**src/rtl/camu_pkg.sv**
```systemverilog
// ----------------------------------------------------------------------------
// camu_pkg: shared types for the addressing mode unit
// Mode, request kind and read step codes, plus the state and payload structs.
// ----------------------------------------------------------------------------
package camu_pkg;

    typedef enum logic {
        OP_START = 1'b0,
        OP_DATA  = 1'b1
    } t_op;

    typedef enum logic {
        KIND_READ = 1'b0,
        KIND_DONE = 1'b1
    } t_kind;

    typedef enum logic [3:0] {
        MODE_IMP = 4'd0,
        MODE_IMM = 4'd1,
        MODE_ZP0 = 4'd2,
        MODE_ZPX = 4'd3,
        MODE_ZPY = 4'd4,
        MODE_ABS = 4'd5,
        MODE_ABX = 4'd6,
        MODE_ABY = 4'd7,
        MODE_IND = 4'd8,
        MODE_IZX = 4'd9,
        MODE_IZY = 4'd10,
        MODE_REL = 4'd11
    } t_mode;

    // which operand or pointer byte the next returning read carries
    typedef enum logic [1:0] {
        STEP_FIRST  = 2'd0,
        STEP_SECOND = 2'd1,
        STEP_THIRD  = 2'd2,
        STEP_FOURTH = 2'd3
    } t_step;

    localparam logic [15:0] PAGE_MASK = 16'hFF00;
    localparam logic [15:0] ZP_MASK   = 16'h00FF;
    localparam logic [7:0]  SIGN_BIT  = 8'h80;

    typedef struct packed {
        logic        busy;
        t_mode       active_mode;
        t_step       read_step;
        logic [15:0] current_pc;
        logic [7:0]  saved_x;
        logic [7:0]  saved_y;
        logic [7:0]  operand_low;
        logic [7:0]  operand_high;
        logic [7:0]  pointer_low_byte;
    } t_state;

    typedef struct packed {
        t_op         operation;
        logic [3:0]  mode;
        logic [15:0] program_counter;
        logic [7:0]  index_x;
        logic [7:0]  index_y;
        logic [7:0]  accumulator;
        logic [7:0]  read_data;
    } t_req;

    typedef struct packed {
        t_kind       result_kind;
        logic [15:0] read_address;
        logic [15:0] effective_address;
        logic [15:0] relative_offset;
        logic [15:0] next_pc;
        logic [7:0]  fetched_value;
        logic        fetched_valid;
        logic        page_crossed;
        logic        protocol_error;
    } t_res;

endpackage

```
**src/rtl/camu_if.sv**
```systemverilog
// ----------------------------------------------------------------------------
// camu_if: request and result channels of the addressing mode unit
// Valid/ready handshake; a request moves when valid and ready are both high.
// ----------------------------------------------------------------------------
interface camu_in_if;
    logic        valid;
    logic        ready;
    logic        operation;
    logic [3:0]  mode;
    logic [15:0] program_counter;
    logic [7:0]  index_x;
    logic [7:0]  index_y;
    logic [7:0]  accumulator;
    logic [7:0]  read_data;

    modport source (
        output valid, operation, mode, program_counter, index_x, index_y,
               accumulator, read_data,
        input  ready
    );
    modport sink (
        input  valid, operation, mode, program_counter, index_x, index_y,
               accumulator, read_data,
        output ready
    );
endinterface

interface camu_out_if;
    logic        valid;
    logic        ready;
    logic        result_kind;
    logic [15:0] read_address;
    logic [15:0] effective_address;
    logic [15:0] relative_offset;
    logic [15:0] next_pc;
    logic [7:0]  fetched_value;
    logic        fetched_valid;
    logic        page_crossed;
    logic        protocol_error;

    modport source (
        output valid, result_kind, read_address, effective_address,
               relative_offset, next_pc, fetched_value, fetched_valid,
               page_crossed, protocol_error,
        input  ready
    );
    modport sink (
        input  valid, result_kind, read_address, effective_address,
               relative_offset, next_pc, fetched_value, fetched_valid,
               page_crossed, protocol_error,
        output ready
    );
endinterface

```
**src/rtl/camu_step.sv**
```systemverilog
// ----------------------------------------------------------------------------
// camu_step: one addressing step
// Next sequencer state and the result for one request, purely combinational.
// ----------------------------------------------------------------------------
module camu_step (
    input  camu_pkg::t_state i_state,
    input  camu_pkg::t_req   i_req,
    output camu_pkg::t_state o_state,
    output camu_pkg::t_res   o_res
);

    logic [7:0]  d;
    logic [7:0]  opl;
    logic [15:0] pc1;
    logic [15:0] pc2;
    logic [15:0] base;
    logic [15:0] ptr;
    logic [15:0] ea_idx;
    logic [15:0] ea_izy;
    logic [7:0]  zp_idx;
    logic        first;

    assign d     = i_req.read_data;
    assign first = (i_state.read_step == camu_pkg::STEP_FIRST);
    assign opl   = first ? d : i_state.operand_low;
    assign pc1   = first ? i_state.current_pc + 16'd1 : i_state.current_pc;
    assign pc2   = pc1 + 16'd1;
    assign base  = {d, opl};
    assign ptr   = {i_state.operand_high, opl};
    assign ea_idx = base + {8'h00, (i_state.active_mode == camu_pkg::MODE_ABX)
                                   ? i_state.saved_x : i_state.saved_y};
    assign ea_izy = {d, i_state.pointer_low_byte} + {8'h00, i_state.saved_y};
    assign zp_idx = opl + i_state.saved_x;

    always_comb begin
        o_state = i_state;
        o_res   = '0;
        if (i_req.operation == camu_pkg::OP_START) begin
            if (i_state.busy) begin
                o_res.protocol_error = 1'b1;
            end else if (i_req.mode > camu_pkg::MODE_REL) begin
                o_res.result_kind    = camu_pkg::KIND_DONE;
                o_res.next_pc        = i_req.program_counter;
                o_res.protocol_error = 1'b1;
            end else begin
                o_state.active_mode = camu_pkg::t_mode'(i_req.mode);
                o_state.current_pc  = i_req.program_counter;
                o_state.saved_x     = i_req.index_x;
                o_state.saved_y     = i_req.index_y;
                o_state.read_step   = camu_pkg::STEP_FIRST;
                if (i_req.mode == camu_pkg::MODE_IMP) begin
                    o_res.result_kind   = camu_pkg::KIND_DONE;
                    o_res.next_pc       = i_req.program_counter;
                    o_res.fetched_value = i_req.accumulator;
                    o_res.fetched_valid = 1'b1;
                end else if (i_req.mode == camu_pkg::MODE_IMM) begin
                    o_res.result_kind       = camu_pkg::KIND_DONE;
                    o_res.effective_address = i_req.program_counter;
                    o_res.next_pc           = i_req.program_counter + 16'd1;
                end else begin
                    o_state.busy       = 1'b1;
                    o_res.result_kind  = camu_pkg::KIND_READ;
                    o_res.read_address = i_req.program_counter;
                end
            end
        end else if (!i_state.busy) begin
            o_res.protocol_error = 1'b1;
        end else begin
            o_state.operand_low = opl;
            o_state.current_pc  = pc1;
            // request arms overwrite this; finishing arms keep it
            o_res.result_kind   = camu_pkg::KIND_DONE;
            o_res.next_pc       = pc1;
            case (i_state.active_mode)
                camu_pkg::MODE_ZP0: begin
                    o_res.effective_address = {8'h00, d};
                end
                camu_pkg::MODE_ZPX: begin
                    o_res.effective_address = {8'h00, d + i_state.saved_x};
                end
                camu_pkg::MODE_ZPY: begin
                    o_res.effective_address = {8'h00, d + i_state.saved_y};
                end
                camu_pkg::MODE_REL: begin
                    o_res.relative_offset = {{8{(d & camu_pkg::SIGN_BIT) != 8'h00}}, d};
                end
                camu_pkg::MODE_ABS, camu_pkg::MODE_ABX, camu_pkg::MODE_ABY: begin
                    if (first) begin
                        o_state.read_step  = camu_pkg::STEP_SECOND;
                        o_res.result_kind  = camu_pkg::KIND_READ;
                        o_res.read_address = pc1;
                        o_res.next_pc      = '0;
                    end else begin
                        o_state.operand_high = d;
                        o_state.current_pc   = pc2;
                        o_res.next_pc        = pc2;
                        if (i_state.active_mode == camu_pkg::MODE_ABS) begin
                            o_res.effective_address = base;
                        end else begin
                            o_res.effective_address = ea_idx;
                            o_res.page_crossed      = (ea_idx[15:8] != d);
                        end
                    end
                end
                camu_pkg::MODE_IND: begin
                    case (i_state.read_step)
                        camu_pkg::STEP_FIRST: begin
                            o_state.read_step  = camu_pkg::STEP_SECOND;
                            o_res.result_kind  = camu_pkg::KIND_READ;
                            o_res.read_address = pc1;
                            o_res.next_pc      = '0;
                        end
                        camu_pkg::STEP_SECOND: begin
                            o_state.operand_high = d;
                            o_state.current_pc   = pc2;
                            o_state.read_step    = camu_pkg::STEP_THIRD;
                            o_res.result_kind    = camu_pkg::KIND_READ;
                            o_res.read_address   = base;
                            o_res.next_pc        = '0;
                        end
                        camu_pkg::STEP_THIRD: begin
                            o_state.pointer_low_byte = d;
                            o_state.read_step        = camu_pkg::STEP_FOURTH;
                            o_res.result_kind        = camu_pkg::KIND_READ;
                            o_res.next_pc            = '0;
                            // pointer high byte wraps inside its page
                            if (opl == 8'hFF) begin
                                o_res.read_address = ptr & camu_pkg::PAGE_MASK;
                            end else begin
                                o_res.read_address = ptr + 16'd1;
                            end
                        end
                        default: begin
                            o_res.effective_address = {d, i_state.pointer_low_byte};
                        end
                    endcase
                end
                camu_pkg::MODE_IZX: begin
                    case (i_state.read_step)
                        camu_pkg::STEP_FIRST: begin
                            o_state.read_step  = camu_pkg::STEP_SECOND;
                            o_res.result_kind  = camu_pkg::KIND_READ;
                            o_res.read_address = {8'h00, zp_idx};
                            o_res.next_pc      = '0;
                        end
                        camu_pkg::STEP_SECOND: begin
                            o_state.pointer_low_byte = d;
                            o_state.read_step        = camu_pkg::STEP_THIRD;
                            o_res.result_kind        = camu_pkg::KIND_READ;
                            o_res.read_address       = {8'h00, zp_idx + 8'd1};
                            o_res.next_pc            = '0;
                        end
                        default: begin
                            o_res.effective_address = {d, i_state.pointer_low_byte};
                        end
                    endcase
                end
                camu_pkg::MODE_IZY: begin
                    case (i_state.read_step)
                        camu_pkg::STEP_FIRST: begin
                            o_state.read_step  = camu_pkg::STEP_SECOND;
                            o_res.result_kind  = camu_pkg::KIND_READ;
                            o_res.read_address = {8'h00, opl} & camu_pkg::ZP_MASK;
                            o_res.next_pc      = '0;
                        end
                        camu_pkg::STEP_SECOND: begin
                            o_state.pointer_low_byte = d;
                            o_state.read_step        = camu_pkg::STEP_THIRD;
                            o_res.result_kind        = camu_pkg::KIND_READ;
                            o_res.read_address       = {8'h00, opl + 8'd1};
                            o_res.next_pc            = '0;
                        end
                        default: begin
                            o_res.effective_address = ea_izy;
                            o_res.page_crossed      = (ea_izy[15:8] != d);
                        end
                    endcase
                end
                default: begin
                    // implied and immediate never leave the unit busy
                end
            endcase
            if (o_res.result_kind == camu_pkg::KIND_DONE) begin
                o_state.busy      = 1'b0;
                o_state.read_step = camu_pkg::STEP_FIRST;
            end
        end
    end

endmodule

```
**src/rtl/camu_out_reg.sv**
```systemverilog
// ----------------------------------------------------------------------------
// camu_out_reg: result register
// Hold one result until taken; load a new one in the cycle the old one leaves.
// ----------------------------------------------------------------------------
module camu_out_reg (
    input  logic            i_clk,
    input  logic            i_rst_n,
    input  logic            i_load,
    input  camu_pkg::t_res  i_res,
    output logic            o_free,
    camu_out_if.source      o_out
);

    logic           r_valid;
    logic           n_valid;
    camu_pkg::t_res r_res;

    assign o_free  = !r_valid || o_out.ready;
    assign n_valid = i_load || (r_valid && !o_out.ready);

    always_ff @(posedge i_clk) begin
        if (!i_rst_n) begin
            r_valid <= 1'b0;
        end else begin
            r_valid <= n_valid;
        end
    end

    always_ff @(posedge i_clk) begin
        if (i_load) begin
            r_res <= i_res;
        end
    end

    assign o_out.valid             = r_valid;
    assign o_out.result_kind       = r_res.result_kind;
    assign o_out.read_address      = r_res.read_address;
    assign o_out.effective_address = r_res.effective_address;
    assign o_out.relative_offset   = r_res.relative_offset;
    assign o_out.next_pc           = r_res.next_pc;
    assign o_out.fetched_value     = r_res.fetched_value;
    assign o_out.fetched_valid     = r_res.fetched_valid;
    assign o_out.page_crossed      = r_res.page_crossed;
    assign o_out.protocol_error    = r_res.protocol_error;

endmodule

```
**src/rtl/cpu_addressing_mode_unit.sv**
```systemverilog
// ----------------------------------------------------------------------------
// cpu_addressing_mode_unit: effective-address sequencer for 6502 addressing
// A result is registered when its request is accepted and shows in the next cycle.
// Throughput: one request per cycle; the result register is reloaded in the
// same cycle its current result is taken, so only a stalled output stops input.
// Reset (synchronous, active low) clears the sequencer state and empties the
// result register.
// ----------------------------------------------------------------------------
module cpu_addressing_mode_unit (
    input  logic       i_clk,
    input  logic       i_rst_n,
    camu_in_if.sink    i_in,
    camu_out_if.source o_out
);

    // Sequencer state: busy flag, latched mode and indexes, operand bytes.
    camu_pkg::t_state r_state;
    camu_pkg::t_state n_state;
    camu_pkg::t_req   req;
    camu_pkg::t_res   res;
    logic             out_free;
    logic             accept;

    // Gather the request fields into one word for the step logic.
    assign req.operation       = camu_pkg::t_op'(i_in.operation);
    assign req.mode            = i_in.mode;
    assign req.program_counter = i_in.program_counter;
    assign req.index_x         = i_in.index_x;
    assign req.index_y         = i_in.index_y;
    assign req.accumulator     = i_in.accumulator;
    assign req.read_data       = i_in.read_data;

    // Take a request whenever the result register has room for its answer.
    assign i_in.ready = out_free;
    assign accept     = i_in.valid && out_free;

    // Every request yields exactly one result, computed in the same cycle.
    camu_step u_step (
        .i_state (r_state),
        .i_req   (req),
        .o_state (n_state),
        .o_res   (res)
    );

    // Advance the sequencer only on an accepted request.
    always_ff @(posedge i_clk) begin
        if (!i_rst_n) begin
            r_state <= '0;
        end else if (accept) begin
            r_state <= n_state;
        end
    end

    // Result register toward the bus and the core.
    camu_out_reg u_out_reg (
        .i_clk   (i_clk),
        .i_rst_n (i_rst_n),
        .i_load  (accept),
        .i_res   (res),
        .o_free  (out_free),
        .o_out   (o_out)
    );

`ifndef SYNTH
    // An ignored request must leave the sequencer untouched.
    a_error_holds_state: assert property (@(posedge i_clk) disable iff (!i_rst_n)
        (accept && res.protocol_error) |=> (r_state == $past(r_state)))
        else $error("ignored request changed sequencer state");

    // A bus read request keeps the sequencer busy for the returning byte.
    a_read_sets_busy: assert property (@(posedge i_clk) disable iff (!i_rst_n)
        (accept && !res.protocol_error && res.result_kind == camu_pkg::KIND_READ)
        |=> r_state.busy)
        else $error("read request issued but sequencer not busy");

    // A finished result returns the sequencer to idle.
    a_done_clears_busy: assert property (@(posedge i_clk) disable iff (!i_rst_n)
        (accept && res.result_kind == camu_pkg::KIND_DONE) |=> !r_state.busy)
        else $error("sequencer still busy after finishing");

    // An idle sequencer always waits for the first operand byte.
    a_idle_step_zero: assert property (@(posedge i_clk) disable iff (!i_rst_n)
        !r_state.busy |-> (r_state.read_step == camu_pkg::STEP_FIRST))
        else $error("idle sequencer has a pending read step");
`endif

endmodule

```
**src/flat_wrapper.sv**
```systemverilog
// flat-port wrapper written by rule: the top's interface ports become plain ports
module cpu_addressing_mode_unit_flat 
  (i_clk, i_rst_n, i_in_valid, i_in_operation, i_in_mode, i_in_program_counter, i_in_index_x, i_in_index_y, i_in_accumulator, i_in_read_data, i_in_ready, o_out_valid, o_out_result_kind, o_out_read_address, o_out_effective_address, o_out_relative_offset, o_out_next_pc, o_out_fetched_value, o_out_fetched_valid, o_out_page_crossed, o_out_protocol_error, o_out_ready);
  camu_in_if i_in_i ();
  camu_out_if o_out_i ();
  input  logic i_clk;
  input  logic i_rst_n;
  input wire logic [$bits(i_in_i.valid)-1:0] i_in_valid;
  input wire logic [$bits(i_in_i.operation)-1:0] i_in_operation;
  input wire logic [$bits(i_in_i.mode)-1:0] i_in_mode;
  input wire logic [$bits(i_in_i.program_counter)-1:0] i_in_program_counter;
  input wire logic [$bits(i_in_i.index_x)-1:0] i_in_index_x;
  input wire logic [$bits(i_in_i.index_y)-1:0] i_in_index_y;
  input wire logic [$bits(i_in_i.accumulator)-1:0] i_in_accumulator;
  input wire logic [$bits(i_in_i.read_data)-1:0] i_in_read_data;
  output wire logic [$bits(i_in_i.ready)-1:0] i_in_ready;
  output wire logic [$bits(o_out_i.valid)-1:0] o_out_valid;
  output wire logic [$bits(o_out_i.result_kind)-1:0] o_out_result_kind;
  output wire logic [$bits(o_out_i.read_address)-1:0] o_out_read_address;
  output wire logic [$bits(o_out_i.effective_address)-1:0] o_out_effective_address;
  output wire logic [$bits(o_out_i.relative_offset)-1:0] o_out_relative_offset;
  output wire logic [$bits(o_out_i.next_pc)-1:0] o_out_next_pc;
  output wire logic [$bits(o_out_i.fetched_value)-1:0] o_out_fetched_value;
  output wire logic [$bits(o_out_i.fetched_valid)-1:0] o_out_fetched_valid;
  output wire logic [$bits(o_out_i.page_crossed)-1:0] o_out_page_crossed;
  output wire logic [$bits(o_out_i.protocol_error)-1:0] o_out_protocol_error;
  input wire logic [$bits(o_out_i.ready)-1:0] o_out_ready;
  assign i_in_i.valid = i_in_valid;
  assign i_in_i.operation = i_in_operation;
  assign i_in_i.mode = i_in_mode;
  assign i_in_i.program_counter = i_in_program_counter;
  assign i_in_i.index_x = i_in_index_x;
  assign i_in_i.index_y = i_in_index_y;
  assign i_in_i.accumulator = i_in_accumulator;
  assign i_in_i.read_data = i_in_read_data;
  assign i_in_ready = i_in_i.ready;
  assign o_out_valid = o_out_i.valid;
  assign o_out_result_kind = o_out_i.result_kind;
  assign o_out_read_address = o_out_i.read_address;
  assign o_out_effective_address = o_out_i.effective_address;
  assign o_out_relative_offset = o_out_i.relative_offset;
  assign o_out_next_pc = o_out_i.next_pc;
  assign o_out_fetched_value = o_out_i.fetched_value;
  assign o_out_fetched_valid = o_out_i.fetched_valid;
  assign o_out_page_crossed = o_out_i.page_crossed;
  assign o_out_protocol_error = o_out_i.protocol_error;
  assign o_out_i.ready = o_out_ready;
  cpu_addressing_mode_unit u_core (.i_clk(i_clk), .i_rst_n(i_rst_n), .i_in(i_in_i), .o_out(o_out_i));
endmodule
```
**config.mk**
```make
export PLATFORM = sky130hd
export DESIGN_NAME = cpu_addressing_mode_unit_flat
export DESIGN_NICKNAME = d
export VERILOG_FILES = /design/src/rtl/camu_pkg.sv /design/src/rtl/camu_if.sv /design/src/rtl/camu_step.sv /design/src/rtl/camu_out_reg.sv /design/src/rtl/cpu_addressing_mode_unit.sv /design/src/flat_wrapper.sv
export SDC_FILE = /design/constraint.sdc
export NUM_CORES = 1
export LEC_CHECK = 0
export BUFFER_PORTS_ARGS = -buffer_cell sky130_fd_sc_hd__buf_2
export CORE_MARGIN = 2
export CORE_UTILIZATION = 49
export DETAILED_ROUTE_END_ITERATION = 16
export GPL_TIMING_DRIVEN = 0
export PLACE_DENSITY = 0.72
export SLEW_MARGIN = 10
export SYNTH_ARGS = -nofsm -noshare
export SYNTH_HDL_FRONTEND = slang
export SYNTH_SLANG_ARGS = --single-unit
```
**constraint.sdc**
```tcl
create_clock -name i_clk -period 3.5 [get_ports i_clk]
set_input_delay 0.35 -clock i_clk [delete_from_list [all_inputs] [get_ports i_clk]]
set_output_delay 0.35 -clock i_clk [all_outputs]
set_load 0.1 [all_outputs]
```
# --- After elaboration in Yosys (flattened, before gate mapping) ---
# Cells that the tools add are included.
# W data, S select, Z words.
classes:
  n_addsub: 11
  order_cmp: 1
  eq_ne: 27
  n_mux: 69
  bitwise: 4
  reduce_logical: 24
ops:
  columns: ["operator", "n"]
  rows:
  - ["$mux W16", 19]
  - ["$pmux W16 S7", 1]
  - ["$mux W39", 2]
  - ["$pmux W17 S2", 2]
  - ["$pmux W17 S4", 1]
  - ["$mux W33", 2]
  - ["$mux W65", 1]
  - ["$add A16 B1 Y16 const B", 4]
  - ["$mux W32", 2]
  - ["$mux W17", 3]
  - ["$pmux W17 S3", 1]
  - ["$pmux W16 S3", 1]
  - ["$mux W8", 5]
  - ["$mux W18", 2]
  - ["$add A16 B8 Y16", 2]
  - ["$pmux W16 S2", 1]
  - ["$pmux W8 S2", 2]
  - ["$mux W25", 1]
  - ["$add A8 B8 Y8", 3]
  - ["$mux W9", 2]
  - ["$add A8 B1 Y8 const B", 2]
  - ["$eq A4 B3 Y1 const B", 4]
  - ["$eq A4 B4 Y1 const B", 4]
  - ["$ne A8 B8 Y1", 2]
  - ["31 further kinds", 67]
word_totals:
  register_bits: 132
  input_bits: 57
  out_inout_bits: 78
  elab_cells: 155

# --- Longest topological paths before layout ---
# Gate-level depths: netlist of run 1.
depth:
  ltp_word: 11
  depth_mapped: 18

# --- By module ---
# From an unflattened synthesis of run 1, not the netlist that was laid out.
hier_totals:
  hier_cells: 1459
  hier_area_um2: 11955.2
by_module_without_submodules:
  columns: ["mod", "n_inst", "cells_each", "area_each_um2", "seq_area_each_um2"]
  rows:
  - ["camu_step", 1, 1091, 6916.6, 0.0]
  - ["cpu_addressing_mode_unit", 1, 288, 2707.6, 1261.2]
  - ["camu_out_reg", 1, 80, 2331.0, 2302.2]

# --- Worst setup path after synthesis of run 1 ---
# No wires, ideal clock.
synth_path:
  path_kind: "register to register"
  from: "register u_core.u_out_reg.r_valid (netlist: u_core.u_out_reg.o_out.valid)"
  to: "register u_core.r_state[59] in the netlist's numbering"
  arrival_ns: 3.967
  t_required_ns: 3.424
  path_slack_ns: -0.542
  path_stages_with_launch: 9
  n_path_buf: 2
  period_less_slack_ns: 4.042
  path_cell_list: "dfxtp_1 nand2b_1 nand2_1 clkbuf_1 inv_1 nand2_1 clkbuf_1 nand2_1 a21boi_0"
synth_between:
  elab_chain_len: 4
synth_lines:
  columns: ["item", "line", "text"]
  rows:
  - ["start: declaration", "camu_out_reg.sv:14", "logic r_valid;"]
  - ["start signal: assignment", "camu_out_reg.sv:25", "r_valid <= n_valid;"]
  - ["$logic_not A1 Y1", "camu_out_reg.sv:18", "assign o_free = !r_valid || o_out.ready;"]
  - ["$logic_or A1 B1 Y1", "camu_out_reg.sv:18", null]
  - ["named net i_in_ready", "flat_wrapper.sv:16", "output wire logic [$bits(i_in_i.ready)-1:0] i_in_ready;"]
  - ["$logic_and A1 B1 Y1", "cpu_addressing_mode_unit.sv:35", "assign accept = i_in.valid && out_free;"]
  - ["named net u_core.accept", "cpu_addressing_mode_unit.sv:22", "logic accept;"]
  - ["$reduce_and A4 Y1 (no source line)", null, null]
  - ["end signal: assignment", "cpu_addressing_mode_unit.sv:50", "r_state <= n_state;"]
  - ["end: declaration", "cpu_addressing_mode_unit.sv:17", "camu_pkg::t_state r_state;"]
# The timed path passes the listed nets, and every way through them passes these cells.
# A chain may end at the register's enable or synchronous reset.

==> results.toml, run 1 <==
[critical_path]
cpMaxStageDelayCell = "fa_2"
cp_cell_sequence = "inv_4 -> ha_4 -> buf_12 -> clkbuf_16 -> mux2i_4 -> inv_2 -> ha_4 -> inv_2 -> fa_2 -> nand2b_4 -> a21oi_4 -> mux2i_1 -> nand2_2 -> a311o_1 -> a31oi_1 -> o21ai_1"
crit_type = "register to register"
cp.required_ps = 3650
crit_path_start_kind = "register"
cp.arrival_ps = 3660
worst_setup_path_end_kind = "register"
worstPathMaxFanout = 7
slowest_delay_ps = 440

[floorplanning]
rows = 53
die-area_mm2 = 0.0229
io_pins = 135
die_h_um = 151
design.core.area_mm2 = 0.0212
start_util = 0.502
die_x_um = 151

[synthesis]
synth_area_leader_cell = "edfxtp_1"
synth_common_cells = "nand2_1 (181), nor2_1 (99), o21ai_0 (79), edfxtp_1 (68), a21oi_1 (65)"
synth_simple_gate_area_frac = 0.226
yosysMostFrequentCell = "nand2_1"
synth_top_family_by_area = "compound AO/OA/AOI/OAI gates"
syn_nets = 1395
synth-compound-area-share = 0.241
synth_top_area_frac = 0.192
synthXorXnorAreaFrac = 0.0727
synthMuxAreaShare = 0.0320
avgSynthCellArea_um2 = 8.23
async_flop_share = 0
syn-cell-area_mm2 = 0.0106
seq_area_frac_synth = 0.313
synth.area.top_cells = "edfxtp_1 (19%), dfxtp_1 (12%), nand2_1 (6.4%), ha_1 (5.3%), xnor2_1 (4.5%)"
yosysWarnings = 0
ys_types = 89
synthAdderAreaFrac = 0.0615
ys_ff_latch = 132
synth_edf_count = 68
syn_inst = 1289
ys.flop_type = "edfxtp_1"

[pwr]
pwr-share-comb = 0.262
p_switching_mw = 1.74
powerDensity_mw_per_mm2 = 369
p_clk_frac = 0.369
internal-power_mw = 3.01
sw_frac_of_total = 0.367
pwr-share-seq = 0.369
p_leak_nw = 4.83
ir_worst_vdd_v = 0.000311

[sta]
setup_viol_count_final = 2
timing.final.crit_share = 1.00
worst_hold_slack_ps = 148
maxSlewViolCount = 0
fin_ws_ps = -4.57
fmax_mhz = 285
skew_ps = 9.74
tns_ps = -6.30
tightest_slew_ps = 1270
hold_violations = 0
max-slew-margin-rel = 0.142
rsz0062_at_grt = "true"
period_needed_ps = 3500

[clock_network]
cts_sinks = 132
htreeDepth = 4
clk_latency_ps = 440
clk_pin_slew_worst_paths_ps = 60
cts_tree = "yes"
clk_path_buf_depth = 2
cts-root-buf = "clkbuf_16"
cts_buffers = 17

[finish]
multi_input_area_mm2 = 0.00712
drive_gt1_frac = 0.222
regArea_mm2 = 0.00333
nFillCells = 1875
finalNetCount = 1572
post-route-cell-area_mm2 = 0.0129
fin_util = 0.609
syn2layout_area_growth_pct = 21.4

[place]
pre_cts_slack_ps = -998
port_buffers = 128
routabilityCongestion = 1.03
placed_area_mm2 = 0.0116
hpwlAfterDp_mm = 31.3

[outcome]
status = "finished, violations left"
violations = "setup timing"

[global_route]
grtUsageMet1 = 0.523
grt_overflow_total = 0
met2_usage = 0.536
use_met3 = 0.0849
grt_usage = 0.364
grt_max_degree = 44
grt-busiest-layer = "met2"
grt_pass1_wl_mm = 61.5
grt_pass1_vias = 10200
antenna_found_initial = 0

[detailed_routing]
drt-initial-drc-count = 1601
drt_pre_antenna_iters = 6
drc_errors = 0
viasPerCell = 6.46
vias = 11300
drt-total-wl_mm = 41.8
wl_per_cell_um = 23.8
drtAntennaViolNets = 0

[flow_run]
cap_violations = 0

[hold_path]
min_path_type = "input port to register"
-- power by group through the flow --
stage	Clock (mW)	Combinational, mW	Sequential (mW)
final	1.75	1.25	1.75
after global placement	0	1.14	1.78
after CTS	1.76	1.19	1.75
after floorplan	0	0.512	2.11
after detailed placement	0	1.15	1.78
after global routing	1.83	1.30	1.76
-- layer usage --
layer  up-vias  share of wire  wire length, um
li1       5104              -                -
met1      5275           0.41            17000
met2       829           0.42            17500
met3       136           0.13             5590
met4         0          0.041             1700
met5         -              0                0
-- repair_timing --
| action | CTS | global route |
|---|---|---|
| gates resized for setup | 71 | 45 |
| hold buffers | 0 | 0 |
| buffers inserted | 14 | 18 |
| endpoints found under the setup margin | 49 | 30 |
| gates cloned | 0 | 1 |
| pin swaps | 20 | 21 |
-- final cells by class --
| type | count | area share |
|---|---|---|
| inverter | 41 | 0.0124 |
| antenna | 1 | 0.000194 |
| clock inverter | 14 | 0.0100 |
| timing repair buffer | 162 | 0.0708 |
| clock buffer | 18 | 0.0333 |
| tap | 275 | 0.0267 |
| multi-input combinational | 1030 | 0.553 |
| buffer | 82 | 0.0355 |
| sequential | 132 | 0.258 |
-- sequential cells by signal (all words and copies together) (netlist names) --
| signal | count |
|---|---|
| u_core.u_out_reg.o_out.valid | 1 |
| u_core.u_out_reg.o_out.protocol_error | 1 |
| u_core.u_out_reg.o_out.fetched_value | 8 |
| u_core.u_out_reg.o_out.relative_offset | 8 |
| u_core.u_out_reg.o_out.read_address | 16 |
| u_core.u_out_reg.o_out.page_crossed | 1 |
| u_core.u_out_reg.o_out.effective_address | 16 |
| u_core.u_out_reg.o_out.fetched_valid | 1 |
| u_core.r_state | 63 |
| u_core.u_out_reg.o_out.next_pc | 16 |
| u_core.u_out_reg.o_out.result_kind | 1 |
-- cells in the final DEF (no fill, tap or decap), types with 23 or more instances in the layout --
cell	n
nor2_1	94
ha_1	40
xnor2_1	51
clkbuf_1	52
xor2_1	24
a21boi_0	32
edfxtp_1	68
nor2b_1	23
inv_1	32
nand2_1	177
buf_4	44
dfxtp_1	59
o21ai_0	70
a21oi_1	55
buf_2	132
nor3_1	25
nand3_1	32
-- kinds of logic after synthesis --
family,Yosys count
AND/OR/NAND/NOR,488
AO/OA/AOI/OAI,377
flip-flops,132
buffers and inverters,127
XOR/XNOR,83
adder cells (fa/ha/maj),50
multiplexers,32
-- path summary, 6_finish.rpt --
kind | slack (ps) | depth (start not counted) | startpoint | endpoint
min reg2reg | 480 | 2 | u_core.r_state[15] | u_core.r_state[15]
max | -5 | 16 | u_core.r_state[56] | u_core.u_out_reg.o_out.read_address[6]
max reg2reg | -5 | 16 | u_core.r_state[56] | u_core.u_out_reg.o_out.read_address[6]
min | 150 | 3 | i_in_index_y[3] | u_core.r_state[27]
-- critical path: cells and delay by family, from the launching register on --
family                   cells  cell delay, ps
AND/OR/NAND/NOR              2             300
flip-flops                   1             350
multiplexers                 2             420
adder cells (fa/ha/maj)      3             780
buffers and inverters        5             480
AO/OA/AOI/OAI                4             860
-- stage by stage --
step | power, mW | instances
after floorplan | 2.62 | 1289
after global placement | 2.92 | 1692
after detailed placement | 2.93 | 1693
after CTS | 4.70 | 1736
after global routing | 4.89 | 1754
final | 4.75 | 1755
No activity file was read; power rests on OpenSTA's default activity.
==> run 2, diff against run 1 <==
CORE_UTILIZATION = 54   (was 49)
PLACE_DENSITY = 0.78   (was 0.72)
SKIP_LAST_GASP = 1   (was default)
==> results.toml, run 2 (synthesis gave the netlist of run 1 again) <==
[outcome]
status = "finished clean"

[critical_path]
cp_cell_sequence = "inv_4 -> ha_4 -> buf_12 -> clkbuf_16 -> mux2i_4 -> inv_2 -> ha_4 -> inv_2 -> fa_2 -> xnor2_2 -> and3_1 -> xnor2_1 -> o21ai_0 -> a221oi_2 -> o21ai_1"
cp.buffers_inverters = 5
cpMaxStageDelayCell = "fa_2"
worst_setup_path_end_kind = "register"
cp.arrival_ps = 3590
crit_path_start_kind = "register"
rr_startpoint = "u_core.r_state[56]"
slowest_delay_ps = 420
reg2reg_depth = 15
cp.required_ps = 3650
rrSetupSlack_ps = 60
crit_type = "register to register"
crit_family = "adder cells"
worstPathMaxFanout = 6
reg2reg_to = "u_core.u_out_reg.o_out.read_address[3]"
cp.depth = 15
cp-endpoint = "u_core.u_out_reg.o_out.read_address[3]"
worstSetupStartpoint = "u_core.r_state[56]"

[pwr]
p_leak_nw = 4.78
ir_worst_vdd_v = 0.000382
powerDensity_mw_per_mm2 = 372
finalPower_mw = 4.75

[detailed_routing]
drtAntennaViolNets = 0
viasPerCell = 6.68
drt-initial-drc-count = 1855
drt_pre_antenna_iters = 9
wl_per_cell_um = 24.0
drc_errors = 0
vias = 11600
drt-total-wl_mm = 41.6

[global_route]
grt_overflow_total = 0
grt_pass1_vias = 10200
grt_usage = 0.391
antenna_found_initial = 0
grt_pass1_wl_mm = 60.2
grt_max_degree = 41

[place]
port_buffers = 128
routabilityCongestion = 1.02
placed_area_mm2 = 0.0116
dp_cells = 1683
pre_cts_slack_ps = -1030
hpwlAfterDp_mm = 31.0

[clock_network]
cts_buffers = 17
hold_buffers = 0
clk_latency_ps = 440
cts_tree = "yes"
htreeDepth = 4
cts-root-buf = "clkbuf_16"
cts_sinks = 132
clk_pin_slew_worst_paths_ps = 70
clk_path_buf_depth = 2

[finish]
diodes = 0
largest_reg_flops = 63
mostFrequentLayoutCell = "nand2_1"
final_cell_mix = "nand2_1 (178), buf_2 (132), nor2_1 (95)"
syn2layout_area_growth_pct = 20.3
drive_gt1_frac = 0.209
post-route-cell-area_mm2 = 0.0128
final_cells = 1733
regMostFlops = "u_core.r_state"
finalNetCount = 1561

[floorplanning]
start_util = 0.547
die_h_um = 144
die-area_mm2 = 0.0208
design.core.area_mm2 = 0.0194
io_pins = 135
die_x_um = 144
rows = 51

[sta]
tightest_slew_ps = 1220
period_needed_ps = 3440
worst_hold_slack_ps = 153
setup_viol_count_final = 0
fmax_mhz = 291
max-slew-margin-rel = 0.171
timing.final.crit_share = 0.982
rsz0062_at_grt = "true"
hold_violations = 0
maxSlewViolCount = 0
skew_ps = 10.3
fin_ws_ps = 62.4

[hold_path]
min_path_type = "input port to register"

[flow_run]
cap_violations = 0
[run 2: changes by cell type in the layout (fill, tap and decap cells not counted), sizes merged]
| cell | delta |
|---|---|
| buf | -14 |
| clkinvlp | +1 |
| clkbuf | +2 |
| diode | -1 |
[run 2: where the power goes]
part           internal [mW]  total (mW)  switching [mW]
clock network          0.977        1.75           0.776
logic                  0.323        1.25           0.924
registers               1.70        1.75          0.0492
total                   3.00        4.75            1.75
[run 2: area by class of cell]
cell class              count  area, um^2
clock inverters            15         130
flip-flops and latches    132        3330
plain buffers              82         463
clock buffers              17         425
well taps                 265         332
fillers                  1701        6630
inverters                  41         160
multi-input cells        1030        7090
repair buffers            151         833
[run 2: repair_timing]
item | CTS | global route
setup buffers | 14 | 8
pin swaps | 16 | 17
resized for setup | 66 | 40
setup endpoints to repair | 51 | 22
gates cloned | 0 | 0
[run 2: worst min path at each step]
stage / depth (start not counted) / startpoint / endpoint / slack (ps)
2_1_floorplan: 2 / u_core.r_state[15] / u_core.r_state[15] / 460
3_3_place_gp: 2 / u_core.r_state[10] / u_core.r_state[10] / 470
3_5_place_dp: 2 / u_core.r_state[11] / u_core.r_state[11] / 480
4_1_cts: 3 / i_in_index_y[1] / u_core.r_state[25] / 160
5_1_grt: 3 / i_in_index_x[1] / u_core.r_state[33] / 170
6_report: 3 / i_in_index_y[1] / u_core.r_state[25] / 150
[run 2: tightest hold or removal path, delay by kind of cell]
family / cells / cell delay (ps)
buffers and inverters: 1 / 100
AOI/OAI and AO/OA: 1 / 60
and+or+nand+nor: 1 / 40
[run 2: routing by layer]
metal  part of all wire  vias to the layer above  routed length (um)  global-route usage
met5                  0                        -                   0                   0
met4              0.053                        0                2210               0.182
met3               0.14                      166                5740               0.115
met2               0.42                      921               17300               0.571
met1               0.39                     5396               16400               0.533
li1                   -                     5086                   -                   -
[run 2: through the flow]
step | setup TNS [ps] | util
floorplan | 0 | -
detailed placement | -25750 | 0.600
global placement | -32260 | 0.598
CTS | 0 | 0.646
finish | 0 | 0.658
global route | -228 | 0.658
